## config.mk

```make
export PLATFORM = sky130hd
export DESIGN_NAME = utf16_to_utf8_transcoder_core
export DESIGN_NICKNAME = d
export VERILOG_FILES = /design/src/rtl/u16u8_pkg.sv /design/src/rtl/u16u8_front.sv /design/src/rtl/u16u8_queue.sv /design/src/rtl/u16u8_back.sv /design/src/rtl/utf16_to_utf8_transcoder_core.sv
export SDC_FILE = /design/constraint.sdc
export NUM_CORES = 1
export LEC_CHECK = 0
export BUFFER_PORTS_ARGS = -buffer_cell sky130_fd_sc_hd__buf_2
export CAP_MARGIN = 20
export CORE_MARGIN = 5
export CORE_UTILIZATION = 40
export DETAILED_ROUTE_END_ITERATION = 8
export HOLD_SLACK_MARGIN = 0.12
export PLACE_DENSITY = 0.61
export SLEW_MARGIN = 20
export SYNTH_ARGS = -nofsm -noshare
export SYNTH_HDL_FRONTEND = slang
export SYNTH_SLANG_ARGS = --single-unit
```

## constraint.sdc

```tcl
create_clock -name clk -period 5.33 [get_ports clk]
set_clock_uncertainty 0.05 [all_clocks]
set_input_delay 0.533 -clock clk [delete_from_list [all_inputs] [get_ports clk]]
set_output_delay 0.533 -clock clk [all_outputs]
set_load 0.005 [all_outputs]
```

## src/rtl/u16u8_pkg.sv

```systemverilog
// Shared types, constants and UTF-8 encoding helpers for the UTF-16 to UTF-8 transcoder.
// No dependencies; every other file of the block imports this package.
package u16u8_pkg;

  localparam int CNT_W   = 16;
  localparam int QDEPTH  = 4;
  localparam int QPTR_W  = $clog2(QDEPTH);
  localparam int QCNT_W  = QPTR_W + 1;

  localparam logic [CNT_W-1:0] CNT_MAX = {CNT_W{1'b1}};

  // Top six bits of a code unit that mark surrogates.
  localparam logic [5:0] HIGH_SUR_TAG = 6'b110110;
  localparam logic [5:0] LOW_SUR_TAG  = 6'b110111;

  typedef enum logic [1:0] {
    ERR_OK          = 2'd0,
    ERR_LONE_LOW    = 2'd1,
    ERR_HIGH_NO_LOW = 2'd2,
    ERR_PARTIAL     = 2'd3
  } u16u8_err_t;

  // One queue entry: the bytes of a code point, then an optional status item.
  typedef struct packed {
    logic [3:0][7:0] bytes;
    logic [2:0]      nbytes;
    logic            has_status;
    u16u8_err_t      err;
    logic [15:0]     units;
    logic [15:0]     bw;
  } u16u8_job_t;

  function automatic logic [2:0] enc_len(input logic [20:0] cp);
    logic [2:0] len;
    if (cp < 21'h80) len = 3'd1;
    else if (cp < 21'h800) len = 3'd2;
    else if (cp < 21'h10000) len = 3'd3;
    else len = 3'd4;
    return len;
  endfunction

  // Byte 0 is sent first.
  function automatic logic [3:0][7:0] enc_bytes(input logic [20:0] cp);
    logic [3:0][7:0] b;
    b = '0;
    if (cp < 21'h80) begin
      b[0] = cp[7:0];
    end else if (cp < 21'h800) begin
      b[0] = {3'b110, cp[10:6]};
      b[1] = {2'b10, cp[5:0]};
    end else if (cp < 21'h10000) begin
      b[0] = {4'b1110, cp[15:12]};
      b[1] = {2'b10, cp[11:6]};
      b[2] = {2'b10, cp[5:0]};
    end else begin
      b[0] = {5'b11110, cp[20:18]};
      b[1] = {2'b10, cp[17:12]};
      b[2] = {2'b10, cp[11:6]};
      b[3] = {2'b10, cp[5:0]};
    end
    return b;
  endfunction

endpackage

```

## src/rtl/u16u8_front.sv

```systemverilog
// Front end: accepts UTF-16 code units, tracks surrogate and string state, and
// builds one queue entry per unit that causes results. Depends on u16u8_pkg.
module u16u8_front import u16u8_pkg::*; (
  input  logic        clk,
  input  logic        rst_n,
  input  logic        cfg_wr_en,
  input  logic        cfg_wr_data,
  input  logic        accept,
  input  logic [15:0] code_unit,
  input  logic        end_of_string,
  output logic        push,
  output u16u8_job_t  push_job
);

  logic             allow_partial_r;
  logic             have_high_r, have_high_nxt;
  logic [9:0]       pending_r, pending_nxt;
  logic [CNT_W-1:0] unit_cnt_r, unit_cnt_nxt;
  logic [CNT_W-1:0] byte_cnt_r, byte_cnt_nxt;
  logic             dropping_r, dropping_nxt;

  logic             is_low, is_high;
  logic [20:0]      cp;
  logic [2:0]       len;
  logic [CNT_W-1:0] uc_inc;
  logic [CNT_W:0]   bc_sum;
  logic [CNT_W-1:0] bc_inc;
  logic             end_high;
  logic [CNT_W-1:0] end_units;

  assign is_low  = (code_unit[15:10] == LOW_SUR_TAG);
  assign is_high = (code_unit[15:10] == HIGH_SUR_TAG);

  always_comb begin
    if (is_low) cp = 21'h10000 + {1'b0, pending_r, code_unit[9:0]};
    else cp = {5'b0, code_unit};
  end

  always_comb begin
    push          = 1'b0;
    push_job      = '0;
    have_high_nxt = have_high_r;
    pending_nxt   = pending_r;
    unit_cnt_nxt  = unit_cnt_r;
    byte_cnt_nxt  = byte_cnt_r;
    dropping_nxt  = dropping_r;
    len           = enc_len(cp);
    uc_inc        = (unit_cnt_r == CNT_MAX) ? CNT_MAX : unit_cnt_r + 1'b1;
    bc_sum        = '0;
    bc_inc        = byte_cnt_r;
    end_high      = 1'b0;
    end_units     = unit_cnt_r;

    if (dropping_r) begin
      if (code_unit == 16'd0 || end_of_string) begin
        have_high_nxt = 1'b0;
        pending_nxt   = '0;
        unit_cnt_nxt  = '0;
        byte_cnt_nxt  = '0;
        dropping_nxt  = 1'b0;
      end
    end else if (code_unit == 16'd0) begin
      // A zero unit ends the string and is not counted.
      push                = 1'b1;
      push_job.has_status = 1'b1;
      push_job.bw         = byte_cnt_r;
      push_job.units      = unit_cnt_r;
      if (have_high_r) begin
        if (allow_partial_r) begin
          if (unit_cnt_r != '0 && unit_cnt_r != CNT_MAX) push_job.units = unit_cnt_r - 1'b1;
        end else begin
          push_job.err = ERR_PARTIAL;
        end
      end
      have_high_nxt = 1'b0;
      pending_nxt   = '0;
      unit_cnt_nxt  = '0;
      byte_cnt_nxt  = '0;
    end else if ((is_low && !have_high_r) || (!is_low && have_high_r)) begin
      push                = 1'b1;
      push_job.has_status = 1'b1;
      push_job.err        = is_low ? ERR_LONE_LOW : ERR_HIGH_NO_LOW;
      push_job.units      = unit_cnt_r;
      push_job.bw         = byte_cnt_r;
      have_high_nxt       = 1'b0;
      pending_nxt         = '0;
      unit_cnt_nxt        = '0;
      byte_cnt_nxt        = '0;
      dropping_nxt        = !end_of_string;
    end else begin
      if (is_high) begin
        end_high = 1'b1;
        have_high_nxt = 1'b1;
        pending_nxt   = code_unit[9:0];
      end else begin
        have_high_nxt   = 1'b0;
        pending_nxt     = '0;
        push_job.bytes  = enc_bytes(cp);
        push_job.nbytes = len;
        bc_sum          = {1'b0, byte_cnt_r} + {{(CNT_W - 2){1'b0}}, len};
      end
      if (!is_high) bc_inc = bc_sum[CNT_W] ? CNT_MAX : bc_sum[CNT_W-1:0];
      unit_cnt_nxt = uc_inc;
      byte_cnt_nxt = bc_inc;
      push         = !is_high || end_of_string;
      if (end_of_string) begin
        end_units = uc_inc;
        if (end_high && allow_partial_r && uc_inc != '0 && uc_inc != CNT_MAX)
          end_units = uc_inc - 1'b1;
        push_job.has_status = 1'b1;
        push_job.err        = (end_high && !allow_partial_r) ? ERR_PARTIAL : ERR_OK;
        push_job.units      = end_units;
        push_job.bw         = bc_inc;
        have_high_nxt       = 1'b0;
        pending_nxt         = '0;
        unit_cnt_nxt        = '0;
        byte_cnt_nxt        = '0;
      end
    end
  end

  always_ff @(posedge clk) begin
    if (!rst_n) begin
      allow_partial_r <= 1'b0;
      have_high_r     <= 1'b0;
      pending_r       <= '0;
      unit_cnt_r      <= '0;
      byte_cnt_r      <= '0;
      dropping_r      <= 1'b0;
    end else begin
      if (cfg_wr_en) allow_partial_r <= cfg_wr_data;
      if (accept) begin
        have_high_r <= have_high_nxt;
        pending_r   <= pending_nxt;
        unit_cnt_r  <= unit_cnt_nxt;
        byte_cnt_r  <= byte_cnt_nxt;
        dropping_r  <= dropping_nxt;
      end
    end
  end

endmodule

```

## src/rtl/u16u8_queue.sv

```systemverilog
// Short queue of encoded entries between the front and back ends.
// Depends on u16u8_pkg for the entry type and depth.
module u16u8_queue import u16u8_pkg::*; (
  input  logic       clk,
  input  logic       rst_n,
  input  logic       push,
  input  u16u8_job_t push_job,
  output logic       full,
  input  logic       pop,
  output logic       head_valid,
  output u16u8_job_t head
);

  u16u8_job_t        mem_r [QDEPTH];
  logic [QPTR_W-1:0] wr_ptr_r;
  logic [QPTR_W-1:0] rd_ptr_r;
  logic [QCNT_W-1:0] cnt_r;

  assign full       = (cnt_r == QCNT_W'(QDEPTH));
  assign head_valid = (cnt_r != '0);
  assign head       = mem_r[rd_ptr_r];

  always_ff @(posedge clk) begin
    if (push) mem_r[wr_ptr_r] <= push_job;
  end

  always_ff @(posedge clk) begin
    if (!rst_n) begin
      wr_ptr_r <= '0;
      rd_ptr_r <= '0;
      cnt_r    <= '0;
    end else begin
      if (push) wr_ptr_r <= wr_ptr_r + 1'b1;
      if (pop) rd_ptr_r <= rd_ptr_r + 1'b1;
      if (push && !pop) cnt_r <= cnt_r + 1'b1;
      else if (pop && !push) cnt_r <= cnt_r - 1'b1;
    end
  end

endmodule

```

## src/rtl/u16u8_back.sv

```systemverilog
// Back end: walks the head queue entry one result at a time into the output
// register of the result stream. Depends on u16u8_pkg.
module u16u8_back import u16u8_pkg::*; (
  input  logic        clk,
  input  logic        rst_n,
  input  logic        head_valid,
  input  u16u8_job_t  head,
  output logic        pop,
  output logic        out_tvalid,
  input  logic        out_tready,
  output logic [47:0] out_tdata,
  output logic [1:0]  out_tuser,
  output logic        out_tlast
);

  logic [2:0]  idx_r;
  logic        out_valid_r;
  logic [47:0] out_data_r;
  logic [1:0]  out_user_r;
  logic        out_last_r;

  logic        load;
  logic        elem_is_byte;
  logic        last_elem;
  logic [47:0] elem_data;
  logic [1:0]  elem_user;

  assign load         = head_valid && (!out_valid_r || out_tready);
  assign elem_is_byte = (idx_r < head.nbytes);
  assign last_elem    = elem_is_byte ? ((idx_r == head.nbytes - 3'd1) && !head.has_status)
                                     : 1'b1;
  assign pop          = load && last_elem;

  always_comb begin
    if (elem_is_byte) begin
      elem_data = {40'd0, head.bytes[idx_r[1:0]]};
      elem_user = 2'b01;
    end else begin
      elem_data = {6'd0, head.bw, head.units, head.err, 8'd0};
      elem_user = 2'b10;
    end
  end

  always_ff @(posedge clk) begin
    if (load) begin
      out_data_r <= elem_data;
      out_user_r <= elem_user;
      out_last_r <= last_elem;
    end
  end

  always_ff @(posedge clk) begin
    if (!rst_n) begin
      idx_r       <= '0;
      out_valid_r <= 1'b0;
    end else begin
      if (load) begin
        out_valid_r <= 1'b1;
        idx_r       <= last_elem ? 3'd0 : idx_r + 3'd1;
      end else if (out_tready) begin
        out_valid_r <= 1'b0;
      end
    end
  end

  assign out_tvalid = out_valid_r;
  assign out_tdata  = out_data_r;
  assign out_tuser  = out_user_r;
  assign out_tlast  = out_last_r;

endmodule

```

## src/rtl/utf16_to_utf8_transcoder_core.sv

```systemverilog
// Top level of the UTF-16 to UTF-8 transcoder: front end, entry queue, back end.
// Depends on u16u8_pkg, u16u8_front, u16u8_queue and u16u8_back.
//
// One UTF-16 code unit enters per transaction and leaves as zero to four UTF-8
// bytes, followed at string end (zero unit or in_tlast) by one status
// transaction carrying the error code, units read and bytes written. The front
// end takes a unit every cycle while its four-entry queue has room; the back
// end sends one result per cycle while out_tready allows. A unit has one result
// for ASCII, up to four for a surrogate pair, plus one for a status. The
// single-result output register sets the sustained rate. Surrogate errors
// report at once and the rest of the string is dropped silently. Write
// allow_partial only while idle.
module utf16_to_utf8_transcoder_core import u16u8_pkg::*; (
  input  logic        clk,
  input  logic        rst_n,
  input  logic        cfg_wr_en,
  input  logic        cfg_wr_data,   // allow_partial
  input  logic        in_tvalid,
  output logic        in_tready,
  input  logic [15:0] in_tdata,      // [15:0] code_unit
  input  logic        in_tlast,      // end_of_string
  output logic        out_tvalid,
  input  logic        out_tready,
  output logic [47:0] out_tdata,     // [7:0] out_byte, [9:8] error_code,
                                     // [25:10] units_read, [41:26] bytes_written
  output logic [1:0]  out_tuser,     // [0] byte_valid, [1] string_done
  output logic        out_tlast      // last_of_run
);

  logic       accept;
  logic       push;
  logic       full;
  logic       pop;
  logic       head_valid;
  u16u8_job_t push_job;
  u16u8_job_t head;

  assign in_tready = !full;
  assign accept    = in_tvalid && in_tready;

  u16u8_front u_front (
    .clk           (clk),
    .rst_n         (rst_n),
    .cfg_wr_en     (cfg_wr_en),
    .cfg_wr_data   (cfg_wr_data),
    .accept        (accept),
    .code_unit     (in_tdata),
    .end_of_string (in_tlast),
    .push          (push),
    .push_job      (push_job)
  );

  u16u8_queue u_queue (
    .clk        (clk),
    .rst_n      (rst_n),
    .push       (push && accept),
    .push_job   (push_job),
    .full       (full),
    .pop        (pop),
    .head_valid (head_valid),
    .head       (head)
  );

  u16u8_back u_back (
    .clk        (clk),
    .rst_n      (rst_n),
    .head_valid (head_valid),
    .head       (head),
    .pop        (pop),
    .out_tvalid (out_tvalid),
    .out_tready (out_tready),
    .out_tdata  (out_tdata),
    .out_tuser  (out_tuser),
    .out_tlast  (out_tlast)
  );

endmodule
```

======== After elaboration in Yosys (flattened, before gate mapping) ========
Memories as Yosys holds them, arrays and structs flattened. A register that Yosys moved wholly into a read port is not among the register bits.
Index checks and enable logic that the tools add are counted.
cells by class
  reductions and logical operators ........ 35
  multiplexer cells ....................... 75
  equal/unequal tests ..................... 8
  magnitude comparators ................... 5
  add/sub/neg operators ................... 11
operators with widths
  operator                number
  $mux 16                 17
  $mux 35                 6
  $mux 70                 1
  $mux 17                 4
  $mux 10                 6
  $ne 16x16->1 const B    2
  $reduce_bool 16->1      2
  $sub 16x1->16 const B   2
  $mux 24                 1
  $mux 8                  3
  $mux 22                 1
  $add 17x20->21 const A  1
  $lt 21x12->1 const B    1
  $lt 21x17->1 const B    1
  $lt 21x8->1 const B     1
  $mux 1                  21
  $mux 21                 1
  $mux 18                 1
  $mux 3                  6
  $add 16x3->17           1
  $add 16x1->16 const B   1
  $bmux 8 s2              1
  $eq 16x16->1 const B    1
  $logic_not 16->1        1
  other kinds (16)        51
storage, ports and cells
  bits of input ports ..................... 23
  RAM bits ................................ 280
  memories ................................ 1
  flip-flop bits (word level) ............. 107
memories
  name           depth  bits a word  rd ports  clocked after Yosys merged registers in  wr ports  line               source
  u_queue.mem_r  4      70           1         1                                        1         u16u8_queue.sv:14  u16u8_job_t mem_r [QDEPTH];

======== Longest topological paths before layout ========
  word-level depth ........................ 17
  depth in mapped cells ................... 20
  gate-level depth less buffers ........... 16

======== By module ========
Synthesis repeated with hierarchy kept, for this count alone.
unflattened totals
  cell total of the unflattened synthesis .. 1284
  area, all modules ....................... 17840.9 µm²
by module, submodules not included
  module                         area each (µm²)  cells an instance  instances  sequential area each (µm²)
  u16u8_queue                    10621.4          409                1          8588.2
  u16u8_front                    4961.0           727                1          900.9
  u16u8_back                     2239.6           145                1          1431.4
  utf16_to_utf8_transcoder_core  18.8             3                  1          0.0

======== Least setup slack after synthesis ========
Ideal clock, no wire load.
  kind .................................... input port to flip-flop
  start point ............................. input port out_tready
  end point ............................... register u_queue.cnt_r[2]
  cell stages on the path ................. 9
  library setup time ...................... 0.076 ns
  arrival ................................. 4.600 ns
  data required time ...................... 5.204 ns
  setup slack ............................. 0.605 ns
  path through ............................ inv_1 -> a21oi_1 -> nand2_1 -> ha_1 -> inv_1 -> fa_1 -> xor2_1 -> or3_1 -> a21boi_0
on the way
  longest elaborated chain between the ends .. 6
  elaborated cells between the ends (all ways) .. 8
RTL lines
  element                                      line                                 source
  start: declaration                           utf16_to_utf8_transcoder_core.sv:23  input logic out_tready,
  $logic_or 1x1->1 (*)                         u16u8_back.sv:28                     assign load = head_valid && (!out_valid_r || out_tready);
  $logic_and 1x1->1 (*)                        u16u8_back.sv:28
  net u_back.load                              u16u8_back.sv:22                     logic load;
  $logic_and 1x1->1 (*)                        u16u8_back.sv:32                     assign pop = load && last_elem;
  $logic_not 1->1                              u16u8_queue.sv:35                    if (push && !pop) cnt_r <= cnt_r + 1'b1;
  $logic_and 1x1->1                            u16u8_queue.sv:35
  $mux 3 or $reduce_bool 2->1 (tied branches)  --
  end signal: assignment                       u16u8_queue.sv:35
  end signal: assignment                       u16u8_queue.sv:36                    else if (pop && !push) cnt_r <= cnt_r - 1'b1;
  end: declaration                             u16u8_queue.sv:17                    logic [QCNT_W-1:0] cnt_r;
The timed path passes the listed nets; every way through them passes the cells marked *.
A chain may end at the register's enable or synchronous reset.

==> impl_summary.log <==
[metrics] highest achievable clock rate: 0.221 GHz
[metrics] latest clock arrival within the worst-skew pair: 0.54 ns
[metrics] share of post-route cells with drive strength above 1: 0.213
[metrics] total via count in the routed design: 10900
[metrics] data required time of the critical path: 5.56 ns
[metrics] crit path max fanout: 9
[metrics] count of warnings emitted by yosys: 0
[metrics] Max IR drop VDD: 0.000220 V
[metrics] number of detailed-routing iterations run before antenna repair: 6
[metrics] number of gates resized after cts: 0
[metrics] count of boundary I/O pins: 76
[metrics] count of buffering cells on the critical path with inverters included: 0
[metrics] remaining max-slew budget at the tightest pin: 0.337
[metrics] per-cell via count in the routed design: 5.76
[metrics] Post-Route Setup TNS: 0 ns
[metrics] maxcap violations: 0
[metrics] total wire length after detailed routing: 40900 µm
[metrics] cells traversed along the worst timing path: ha_1 > nor2_1 > o211ai_1 > nand2_1 > nand2_1 > or3_1 > nand2_1 > nand2_1 > ha_1 > fa_1 > maj3_1 > and2_1 > nand3_1 > a21oi_1 > o32ai_1
[metrics] area growth from synthesis to layout: 13.5%
[metrics] worst slew pin tran: 0.992 ns
[metrics] via count of the first global-routing pass: 11000
[metrics] gpl congestion: 0.913
[metrics] antenna cell count: 0
[metrics] row count: 75
[metrics] synth unique cells: 86
[metrics] total power density per cell area: 417 mW/mm²
[metrics] DRC Markers: 0
[metrics] Chip Width: 217 µm
[metrics] final critical-path share of the clock period: 0.850
[metrics] WL/cell: 21.6 µm
[metrics] H-tree depth: 2
[metrics] number of buffer cells added on primary ports: 69
[metrics] Worst Path Arrival: 4.76 ns
[metrics] setup repair after global routing missed its margin: false
[metrics] run status: finished clean
[metrics] Slowest Stage Delay on Critical Path: 0.48 ns
[metrics] Final setup violation count: 0
[metrics] initial cell density of the core: 0.406
[metrics] crit path kind: flop to flop
[metrics] number of synthesized flops with an enable pin: 309
[metrics] Die ar.: 0.0469 mm²
[metrics] number of buffers inserted during clock tree synthesis: 39
[metrics] total track usage: 0.173
[metrics] endpoints failing hold: 0
[metrics] Fill cells: 3721
[metrics] number of buffers on the longest clock path: 3
[metrics] post-synthesis area per instance: 13.6 µm²
[metrics] post-CTS repair timing setup buffer count: 0
[metrics] die height: 217 µm
[metrics] Post-Syn Instances: 1255
[metrics] hold_buf cts: 0
[metrics] number of antenna violations at the first check in global routing: 0
[metrics] async set or reset register ratio after synthesis: 0
[metrics] placed standard-cell area: 0.0181 mm²
[metrics] element type at the critical path start: flop
[metrics] number of clock sinks: 367
[metrics] cell class contributing the biggest share of worst-path delay: simple AND/OR/NAND/NOR gates
[metrics] residual antenna-violating net count after detailed routing: 0
[metrics] Synth Register Bits: 367
[metrics] mapped cell area: 0.0171 mm²
[metrics] final standard cell area without fillers: 0.0194 mm²
[metrics] commonest register cell after synthesis: sky130_fd_sc_hd__edfxtp_1
[metrics] hold slack: 0.271 ns
[metrics] initial drt markers: 941
[metrics] overflow left after global routing: 0
[metrics] proportion of synthesized chip area in sequential cells: 0.612
[metrics] CTS Root Cell: sky130_fd_sc_hd__clkbuf_16
[metrics] Core Box Area: 0.0420 mm²
[metrics] nets@finish: 1365
[metrics] leakage dissipation: 6.49 nW
[metrics] clock slew at the register clock pins of the worst setup and hold paths: 0.06 ns
[metrics] most common cell type on the critical path: sky130_fd_sc_hd__nand2_1
[metrics] Tmin final: 4.53 ns
[metrics] CTS tree: yes
[metrics] type of the worst min-delay path: primary input to flop
[metrics] global-route wire length before repair: 64200 µm
[metrics] final max-slew violation count: 0
[metrics] endpoint class of the critical path: flop
[metrics] HPWL after detailed placement: 27300 µm
[metrics] slowest cell on the critical path: sky130_fd_sc_hd__or3_1
[metrics] maximum number of pins on one net before global-route repair: 51
[power breakdown]
part | internal [W] | switching, W
clock | 0.00164 | 0.00110
combinational | 0.000675 | 0.000850
sequential | 0.00366 | 0.000143
total | 0.00598 | 0.00209
[through the flow]
stage	util	setup WS (ns)	cells	total power (W)
2_1_floorplan	-	0.605	1260	0.00481
3_3_place_gp	0.429	0.605	1821	0.00540
6_report	0.461	0.801	1893	0.00807
3_5_place_dp	0.429	0.499	1821	0.00544
5_1_grt	0.461	0.487	1893	0.00845
4_1_cts	0.461	0.812	1893	0.00819
[Yosys cell counts (15+ instances only)]
| library cell | instances | area share |
|---|---|---|
| sky130_fd_sc_hd__nor2_1 | 78 | 0.017 |
| sky130_fd_sc_hd__a21oi_1 | 57 | 0.017 |
| sky130_fd_sc_hd__nand3_1 | 27 | 0.0079 |
| sky130_fd_sc_hd__nor3_1 | 26 | 0.0076 |
| sky130_fd_sc_hd__and2_1 | 67 | 0.025 |
| sky130_fd_sc_hd__edfxtp_1 | 309 | 0.54 |
| sky130_fd_sc_hd__o21ai_0 | 46 | 0.013 |
| sky130_fd_sc_hd__nand2_1 | 73 | 0.016 |
| sky130_fd_sc_hd__a31oi_1 | 15 | 0.0055 |
| sky130_fd_sc_hd__buf_2 | 20 | 0.0059 |
| sky130_fd_sc_hd__xnor2_1 | 20 | 0.010 |
| sky130_fd_sc_hd__nor2b_1 | 32 | 0.012 |
| sky130_fd_sc_hd__mux4_2 | 73 | 0.096 |
| sky130_fd_sc_hd__dfxtp_1 | 58 | 0.068 |
| sky130_fd_sc_hd__and3_1 | 16 | 0.0059 |
| sky130_fd_sc_hd__clkbuf_1 | 47 | 0.010 |
| sky130_fd_sc_hd__ha_1 | 17 | 0.012 |
| sky130_fd_sc_hd__inv_1 | 31 | 0.0068 |
| sky130_fd_sc_hd__a22oi_1 | 24 | 0.011 |
[state kept, by name, summed over array words and instances, names as in the netlist, 2 cells and up, named ones only]
register            cells
u_back.idx_r            3
u_front.byte_cnt_r     16
u_queue.cnt_r           3
u_queue.mem_r         264
u_queue.rd_ptr_r        2
u_back.out_tuser        2
u_front.pending_r      10
u_back.out_tdata       42
u_front.unit_cnt_r     16
u_queue.wr_ptr_r        2
[per-layer routing]
| layer | up-vias | GRT usage | part of all wire |
|---|---|---|---|
| li1 | 4977 | - | - |
| met3 | 66 | 0.0243 | 0.058 |
| met4 | 0 | 0.0623 | 0.035 |
| met1 | 5485 | 0.234 | 0.43 |
| met5 | - | 0 | 0 |
| met2 | 370 | 0.285 | 0.48 |
[layout make-up]
class                           instances  area, µm²  share of cell area
Clock buffer                           50       1090              0.0561
Clock inverter                         22        229              0.0118
Inverter                               33        124             0.00639
Multi-Input combinational cell        777       6150               0.317
Sequential cell                       367      10400               0.539
Tap cell                              539        674              0.0348
Timing Repair Buffer                  105        666              0.0344
[worst paths after layout]
check | cells after the start | startpoint | slack [ns] | end
min | 3 | cfg_wr_data | 0.27 | u_front.allow_partial_r
max reg2reg | 15 | u_front.pending_r[6] | 0.80 | u_queue.mem_r[1][8]
min reg2reg | 2 | u_front.byte_cnt_r[8] | 0.46 | u_front.byte_cnt_r[8]
max | 15 | u_front.pending_r[6] | 0.80 | u_queue.mem_r[1][8]
[cells in the final DEF (no fill, tap or decap), types with 6 or more instances in the layout]
cell type / netlist / final
sky130_fd_sc_hd__or3_1: 7 / 7
sky130_fd_sc_hd__o22ai_1: 14 / 14
sky130_fd_sc_hd__edfxtp_1: 309 / 309
sky130_fd_sc_hd__a31oi_1: 15 / 15
sky130_fd_sc_hd__mux2i_1: 7 / 7
sky130_fd_sc_hd__o31ai_1: 8 / 8
sky130_fd_sc_hd__conb_1: 1 / 6
sky130_fd_sc_hd__buf_4: 8 / 32
sky130_fd_sc_hd__a22oi_1: 24 / 24
sky130_fd_sc_hd__nand2b_1: 7 / 7
sky130_fd_sc_hd__a21oi_1: 57 / 56
sky130_fd_sc_hd__a21boi_0: 6 / 6
sky130_fd_sc_hd__nand2_1: 73 / 73
sky130_fd_sc_hd__and2_1: 67 / 63
sky130_fd_sc_hd__and3_1: 16 / 16
sky130_fd_sc_hd__nand3_1: 27 / 27
sky130_fd_sc_hd__buf_2: 20 / 69
sky130_fd_sc_hd__dfxtp_1: 58 / 56
sky130_fd_sc_hd__nand4_1: 14 / 14
sky130_fd_sc_hd__clkinv_2: 0 / 7
sky130_fd_sc_hd__nor3_1: 26 / 26
sky130_fd_sc_hd__o21ai_0: 46 / 46
sky130_fd_sc_hd__nor2_1: 78 / 78
sky130_fd_sc_hd__clkbuf_16: 0 / 39
sky130_fd_sc_hd__inv_1: 31 / 31
sky130_fd_sc_hd__xnor2_1: 20 / 20
sky130_fd_sc_hd__nor2b_1: 32 / 32
sky130_fd_sc_hd__mux4_2: 73 / 73
sky130_fd_sc_hd__xor2_1: 12 / 12
sky130_fd_sc_hd__nor4_1: 14 / 13
sky130_fd_sc_hd__clkbuf_8: 0 / 7
sky130_fd_sc_hd__a311o_1: 7 / 7
sky130_fd_sc_hd__ha_1: 17 / 17
[worst min-delay path: cells and delay by family]
family / cells / cell delay (ns)
and+or+nand+nor: 1 / 0.11
muxes: 1 / 0.10
buffers and inverters: 1 / 0.08
[kinds of logic (layout without fill, tap and decap cells)]
group	count (synthesis)	after routing	share of synthesized area
AOI/OAI and AO/OA	229	229	0.0906
xor gates and xnor gates	32	32	0.0164
adders and majority gates	20	20	0.0154
buffers and inverters	116	210	0.0309
DFF	367	367	0.612
muxes	82	82	0.102
other	1	6	0.000220
and+or+nand+nor	408	408	0.133
Power figures use the tool's default switching activity.
